**src/rtl/plti_pkg.sv**
```systemverilog
`default_nettype none
// ----------------------------------------------------------------------------
// plti_pkg
// Shared types and constants of the piecewise linear table interpolator.
// ----------------------------------------------------------------------------
package plti_pkg;

    localparam int MAX_POINTS_DEF = 64;
    localparam int VALUE_BITS_DEF = 32;

    localparam int IDX_W       = 6;
    localparam int SEG_W       = 6;
    localparam int STATUS_W    = 2;
    localparam int NPTS_W      = 7;
    localparam int CFG_INDEX_W = 1;
    localparam int CFG_DATA_W  = 7;

    localparam logic [CFG_INDEX_W-1:0] CFG_NUM_POINTS    = 1'b0;
    localparam logic [CFG_INDEX_W-1:0] CFG_BOUNDARY_MODE = 1'b1;

    typedef enum logic {
        MODE_WRITE = 1'b0,
        MODE_QUERY = 1'b1
    } mode_t;

    typedef enum logic [STATUS_W-1:0] {
        STAT_INTERP    = 2'd0,
        STAT_HOLD_LOW  = 2'd1,
        STAT_HOLD_HIGH = 2'd2,
        STAT_TOO_SMALL = 2'd3
    } status_t;

    typedef enum logic [3:0] {
        ST_IDLE,
        ST_LO,
        ST_HI,
        ST_SCAN,
        ST_SEG,
        ST_MUL,
        ST_DIV0,
        ST_DIV,
        ST_FIN,
        ST_DONE
    } state_t;

    typedef enum logic [3:0] {
        OP_NONE,
        OP_ACCEPT,
        OP_CAP_LO,
        OP_CHECK,
        OP_SCAN,
        OP_SEG,
        OP_MUL_STEP,
        OP_DIV_INIT,
        OP_DIV_STEP,
        OP_FIN,
        OP_LOAD_OUT
    } op_t;

    typedef struct packed {
        op_t op;
    } cmd_t;

    typedef struct packed {
        logic n_small;
        logic hold_lo;
        logic hold_hi;
        logic scan_stop;
        logic x_equal;
    } stat_t;

endpackage
`default_nettype wire

```
**src/rtl/plti_ctrl.sv**
```systemverilog
`default_nettype none
// ----------------------------------------------------------------------------
// plti_ctrl
// Sequencer for table search, serial multiply, serial divide and output.
// ----------------------------------------------------------------------------
module plti_ctrl #(
    parameter int VALUE_BITS = plti_pkg::VALUE_BITS_DEF
) (
    input  wire logic            aclk,
    input  wire logic            aresetn,
    input  wire logic            s_tvalid,
    output logic                 s_tready,
    input  wire logic            s_mode,
    output logic                 m_tvalid,
    input  wire logic            m_tready,
    input  wire plti_pkg::stat_t stat,
    output plti_pkg::cmd_t       cmd
);
    import plti_pkg::*;

    localparam int CNT_W = $clog2(VALUE_BITS + 1);

    state_t             state_reg, state_next;
    logic [CNT_W-1:0]   cnt_reg, cnt_next;
    logic               out_valid_reg, out_valid_next;
    logic               accept;
    logic               cnt_last;

    assign s_tready = (state_reg == ST_IDLE);
    assign accept   = s_tvalid && s_tready;
    assign m_tvalid = out_valid_reg;
    assign cnt_last = (cnt_reg == CNT_W'(VALUE_BITS));

    always_ff @(posedge aclk) begin
        if (!aresetn) begin
            state_reg     <= ST_IDLE;
            cnt_reg       <= '0;
            out_valid_reg <= 1'b0;
        end else begin
            state_reg     <= state_next;
            cnt_reg       <= cnt_next;
            out_valid_reg <= out_valid_next;
        end
    end

    always_comb begin
        state_next     = state_reg;
        cnt_next       = cnt_reg;
        out_valid_next = out_valid_reg && !m_tready;
        cmd.op         = OP_NONE;
        unique case (state_reg)
            ST_IDLE: begin
                if (accept) begin
                    cmd.op = OP_ACCEPT;
                    if (s_mode == MODE_QUERY) begin
                        state_next = stat.n_small ? ST_DONE : ST_LO;
                    end
                end
            end
            ST_LO: begin
                cmd.op     = OP_CAP_LO;
                state_next = ST_HI;
            end
            ST_HI: begin
                cmd.op     = OP_CHECK;
                state_next = (stat.hold_lo || stat.hold_hi) ? ST_DONE : ST_SCAN;
            end
            ST_SCAN: begin
                cmd.op = OP_SCAN;
                if (stat.scan_stop) begin
                    state_next = ST_SEG;
                end
            end
            ST_SEG: begin
                cmd.op     = OP_SEG;
                cnt_next   = '0;
                state_next = stat.x_equal ? ST_DONE : ST_MUL;
            end
            ST_MUL: begin
                cmd.op   = OP_MUL_STEP;
                cnt_next = cnt_reg + 1'b1;
                if (cnt_last) begin
                    state_next = ST_DIV0;
                end
            end
            ST_DIV0: begin
                cmd.op     = OP_DIV_INIT;
                cnt_next   = '0;
                state_next = ST_DIV;
            end
            ST_DIV: begin
                cmd.op   = OP_DIV_STEP;
                cnt_next = cnt_reg + 1'b1;
                if (cnt_last) begin
                    state_next = ST_FIN;
                end
            end
            ST_FIN: begin
                cmd.op     = OP_FIN;
                state_next = ST_DONE;
            end
            ST_DONE: begin
                // hold the result until the output register is free
                if (!out_valid_reg || m_tready) begin
                    cmd.op         = OP_LOAD_OUT;
                    out_valid_next = 1'b1;
                    state_next     = ST_IDLE;
                end
            end
            default: begin
                state_next = ST_IDLE;
            end
        endcase
    end

`ifndef NO_ASSERTIONS
    a_mul_to_div: assert property (@(posedge aclk) disable iff (!aresetn)
        (state_reg == ST_MUL) && cnt_last |=> (state_reg == ST_DIV0))
        else $error("multiply did not hand over to divide");

    a_done_loads: assert property (@(posedge aclk) disable iff (!aresetn)
        (state_reg == ST_DONE) && (!out_valid_reg || m_tready)
        |=> out_valid_reg && (state_reg == ST_IDLE))
        else $error("finished result not presented");

    a_small_table: assert property (@(posedge aclk) disable iff (!aresetn)
        accept && (s_mode == MODE_QUERY) && stat.n_small |=> (state_reg == ST_DONE))
        else $error("small-table query did not go straight to output");
`endif

endmodule
`default_nettype wire

```
**config.mk**
```make
export PLATFORM = sky130hd
export DESIGN_NAME = plti_ctrl
export DESIGN_NICKNAME = d
export VERILOG_FILES = /design/src/rtl/plti_pkg.sv /design/src/rtl/plti_ctrl.sv
export SDC_FILE = /design/constraint.sdc
export NUM_CORES = 1
export LEC_CHECK = 0
export BUFFER_PORTS_ARGS = -buffer_cell sky130_fd_sc_hd__buf_2
export CAP_MARGIN = 20
export CELL_PAD_IN_SITES_DETAIL_PLACEMENT = 0
export CELL_PAD_IN_SITES_GLOBAL_PLACEMENT = 1
export CORE_ASPECT_RATIO = 0.8
export CORE_MARGIN = 1
export CORE_UTILIZATION = 38
export CTS_CLUSTER_SIZE = 40
export DETAILED_ROUTE_END_ITERATION = 8
export PLACE_DENSITY_LB_ADDON = 0.08
export SLEW_MARGIN = 15
export SYNTH_ARGS = -nofsm -noshare
export SYNTH_HDL_FRONTEND = slang
export SYNTH_SLANG_ARGS = --single-unit
```
**constraint.sdc**
```tcl
create_clock -name aclk -period 1.59 [get_ports aclk]
set_input_delay 0.159 -clock aclk [delete_from_list [all_inputs] [get_ports aclk]]
set_output_delay 0.159 -clock aclk [all_outputs]
set_load 0.02 [all_outputs]
```
# Word-level counts from Yosys, hierarchy flattened

Cells that the tools add are included.

Register bits after elaboration: 11
Bits in latches: 0
Bits in writable memories: 0
Memory bits (read-only): 0
Bits of input ports: 10
Output and inout bits: 6
Memories kept: 0

$add $sub $neg: 1
Multipliers: 0
Divide/modulo/power cells: 0
Magnitude comparators: 0
Equality and inequality tests: 16
Shifts and indexed selects: 0
Muxes and demuxes: 16
Bitwise logic cells: 0
Reduce and logical (&&, ||, !) cells: 11

Operators by type and width:

| operator                                            | number |
|---|---|
| case mux 4 bit (10 select lines)                    | 2 |
| 2-to-1 mux 4 bit                                    | 10 |
| equality test 4 x 3 -> 1 bit, second input constant | 4 |
| case mux 6 bit (2 select lines)                     | 1 |
| equality test 4 x 2 -> 1 bit, second input constant | 2 |
| equality test 4 bit, second input constant          | 2 |
| != test 2 bit, second input constant                | 4 |
| adder 6 x 1 -> 6 bit, second input constant         | 1 |
| equality test 6 bit, second input constant          | 1 |
| AND reduction 6 bit                                 | 1 |
| equality test 4 x 1 -> 1 bit, second input constant | 1 |
| logical NOT 4 bit                                   | 1 |
| != test 2 x 1 -> 1 bit, second input constant       | 2 |
| OR reduction 2 bit                                  | 2 |
| 2-to-1 mux 1 bit                                    | 3 |
| logical AND 1 bit                                   | 2 |
| logical NOT 1 bit                                   | 2 |
| logical OR 1 bit                                    | 2 |
| nonzero test 2 bit                                  | 1 |

# Longest topological paths before layout

Depth in word-level cells: 4
Depth in mapped cells: 7

# Worst setup path before layout

Ideal clock, no wire load.

Path type: register -> register
Start point: reg state_reg[1]
End point: reg state_reg[1]
Library setup time: 119 ps
Arrival time: 1694 ps
Required time: 1471 ps
Setup slack: -223 ps
Stages on the path, launching flop included: 7
Buffers on the path: 1
Clock period less this slack: 1813 ps
Cells stage by stage: dfxtp_1 buf_6 nor4_1 a21boi_2 nor3_4 mux2i_1 a21boi_1

Word-level cells in the longest chain between the ends: 4
Elaborated cells between the ends (all ways): 19
Those cells by class: eq/ne (15); mux (1); reduce/logical (3)

Ends and longest elaborated chain:

| element                          | line            | text |
|---|---|---|
| start: declaration               | plti_ctrl.sv:23 | `state_t state_reg, state_next;` |
| start signal: assignment         | plti_ctrl.sv:40 | `state_reg <= state_next;` |
| logical NOT 4 bit (*)            | plti_ctrl.sv:29 | `assign s_tready = (state_reg == ST_IDLE);` |
| net s_tready                     | plti_ctrl.sv:12 | `output logic s_tready,` |
| logical AND 1 bit                | plti_ctrl.sv:30 | `assign accept = s_tvalid && s_tready;` |
| != test 2 x 1 -> 1 bit (no line) | n/a             |  |
| AND reduction 6 bit (no line)    | n/a             |  |

Mark *: on every way through the listed nets, which the timed path passes. The rest lies on a longest branch.
A chain may end at the register's enable or synchronous reset.

==> summary.md <==
| Metric | Value |
|---|---|
| Multi-input gate area | `501.7 um2` |
| Worst setup path category | `reg -> out` |
| Post-CTS Hold Buffers | `0` |
| Initial DRC count | `34` |
| Routed Wire Length | `1.661 mm` |
| Mapped Cells | `85` |
| Antenna violations before repair | `0` |
| Total die area | `2141 um2` |
| WHS | `0.1833 ns` |
| Hpwl dp | `1.263 mm` |
| Worst setup EP type | `output port` |
| Crit. Startpoint | `state_reg[1]` |
| Max FFs per register | `6` |
| Worst min path class | `in -> reg` |
| Tot GR Track Use | `0.1654` |
| Period utilization | `0.9672` |
| Drt via density | `5.203` |
| Critical path startpoint category | `flop` |
| Syn Area/Cell | `8.758 um2` |
| Layout cells sized above 1 | `0.4234` |
| Area of the core | `1724 um2` |
| Tot Pwr | `1859 uW` |
| Status | `finished, final reports clean` |
| Buffers on Ports | `15` |
| Worst R2R Start | `state_reg[2]` |
| Endpoints failing hold | `0` |
| Final Wtd Congestion | `0.7752` |
| Chip height | `41.59 um` |
| Synthesized flop and latch total | `11` |
| Final antenna-violating net count | `0` |
| Overflow after GRT | `0` |
| CP Max Fanout | `7` |
| CTS tree | `done` |
| Synth-to-Final Area Change | `29.41%` |
| CTS Buf Count | `3` |
| Total Nets Final | `124` |
| Worst-path clk slew | `0.08 ns` |
| Post-Syn Nets | `97` |
| Std-Cell Rows | `13` |
| Measured slew at the worst slew-check pin | `0.2877 ns` |
| DIE WIDTH | `51.49 um` |
| Largest net degree at the start of global routing | `10` |
| Fin. max-slew vios | `0` |
| # fillers | `179` |
| Root Buffer | `clkbuf_4` |
| Total iterations of the first detailed-routing run | `4` |
| IO Pins | `16` |
| Residual DRC count | `0` |
| Clk sinks | `11` |
| Clk_skew | `0.005431 ns` |
| Pwr Density | `1930 nW/um2` |
| Maxcap violations | `0` |
| DR WL/cell | `12.49 um` |
| Most common cell after layout, fill and taps aside | `buf_2` |
| Yosys Warn Count | `0` |
| Fmax achieved | `650.2 MHz` |
| Hold_sp | `aresetn` |
| Setup slack, reg-to-reg | `0.08 ns` |
| Pleak | `0.0004270 uW` |
| CP arrival | `1.38 ns` |
| Setup TNS | `0 ns` |
| Clock Path Buffers | `2` |
| Worst EP required | `1.43 ns` |
| N_diodes | `0` |
| Clock period minus worst slack | `1.538 ns` |
| Sequential area share after synthesis | `0.2958` |
| Global-route wire length before repair | `2.697 mm` |
| Via count | `692` |
| Register area | `227.7 um2` |
| Cell Area, Synth | `744.5 um2` |
| Count of cell types in the netlist | `40` |
| Final setup fails | `0` |
| Slew margin rel. | `0.8073` |
| Clk Latency, worst-skew pair | `0.27 ns` |
| Most frequent cells in the layout | `14 x buf_2, 12 x buf_4, 9 x nand2_1, 7 x nor2_1, 7 x dfxtp_1` |
| Vias in the first global route | `615` |
| Starting density of the core | `0.4318` |
| VDD IR max | `1.010 mV` |
| Unrepaired setup endpoints after global routing | `false` |
| # H-tree levels | `1` |
-- critical path: stages (launching register included) --
cell     delay, ns
dfxtp_2       0.36
or2_4         0.26
o32ai_2       0.29
buf_4         0.19
-- final cells by class --
cell class              count  share of cell area
repair buffers             26              0.1662
multi-input cells          65              0.5208
well taps                  22             0.02857
clock inverters             1            0.005195
inverters                   5             0.01948
flip-flops and latches     11              0.2364
clock buffers               3             0.02338
-- Yosys cell counts --
cell	number	area (um2)
nand3b_1	1	7.510
o311a_1	1	10.01
nand4_1	2	12.51
o21a_1	1	7.510
nor2b_4	1	13.76
xor2_1	4	35.03
a21o_1	1	7.510
a21boi_2	1	11.26
nor2b_1	2	12.51
nand2_1	9	33.78
nor4_1	1	6.260
buf_6	2	22.52
nor3_4	1	16.27
nand3_1	1	5.000
or3_1	1	6.260
or3_4	1	11.26
nor3_1	2	10.01
nor4b_2	1	15.01
nand4_2	1	12.51
dfxtp_1	11	220.2
a211oi_1	1	7.510
nand2b_1	1	6.260
buf_2	1	5.000
nor2_1	7	26.28
xnor2_1	1	8.760
a21boi_1	2	15.01
ha_1	2	25.02
o21bai_1	1	7.510
and3_2	1	7.510
and4bb_1	1	12.51
o32ai_1	2	17.52
o2bb2ai_4	1	27.53
buf_4	1	7.510
inv_1	5	18.77
and2_1	1	6.260
a21oi_1	4	20.02
mux2i_1	1	10.01
or2_2	1	6.260
o21ai_0	5	25.02
a21boi_0	1	7.510
-- through the flow --
| stage | util | instance area (um2) | worst slack (ns) | cells |
|---|---|---|---|---|
| after floorplan | - | 750.7 | 0.03381 | 85 |
| after global placement | 0.5138 | 885.9 | 0.06562 | 127 |
| after detailed placement | 0.5138 | 885.9 | 0.01403 | 127 |
| after CTS | 0.5493 | 947.2 | 0.01142 | 133 |
| after global routing | 0.5588 | 963.4 | 0.003887 | 133 |
| final | 0.5588 | 963.4 | 0.05212 | 133 |
-- routing by layer --
metal | part of all wire | vias up | wire length [um] | track usage
met5 | 0 | - | 0 | 0
met2 | 0.39 | 23 | 648 | 0.2260
met4 | 0.0036 | 0 | 6 | 0.04865
met1 | 0.55 | 316 | 907 | 0.2629
li1 | - | 351 | - | -
met3 | 0.059 | 2 | 98 | 0.02198
-- path summary, 6_finish.rpt --
check,cells after the start,endpoint
worst min-delay path,2,m_tvalid
worst min register to register,2,cnt_reg[5]
worst max-delay path,3,cmd[1]
worst max register to register,6,state_reg[3]
-- power breakdown --
group          switching (uW)  internal [uW]
logic                     629            580
registers                 104            349
clock network             104           93.0
-- logic make-up after synthesis --
group	synth area share
buf+inv	0.07227
xor+xnor	0.05882
simple gates	0.3059
fa+ha+maj	0.03361
flops	0.2958
compound gates	0.2202
mux	0.01345
-- repair_timing --
action | 4_1_cts | 5_1_grt
resized for setup | 7 | 4
cloned | 0 | 0
pin swaps | 0 | 1
buffers inserted | 2 | 0
endpoints found under the setup margin | 4 | 5
(Power assumes the default switching activity.)
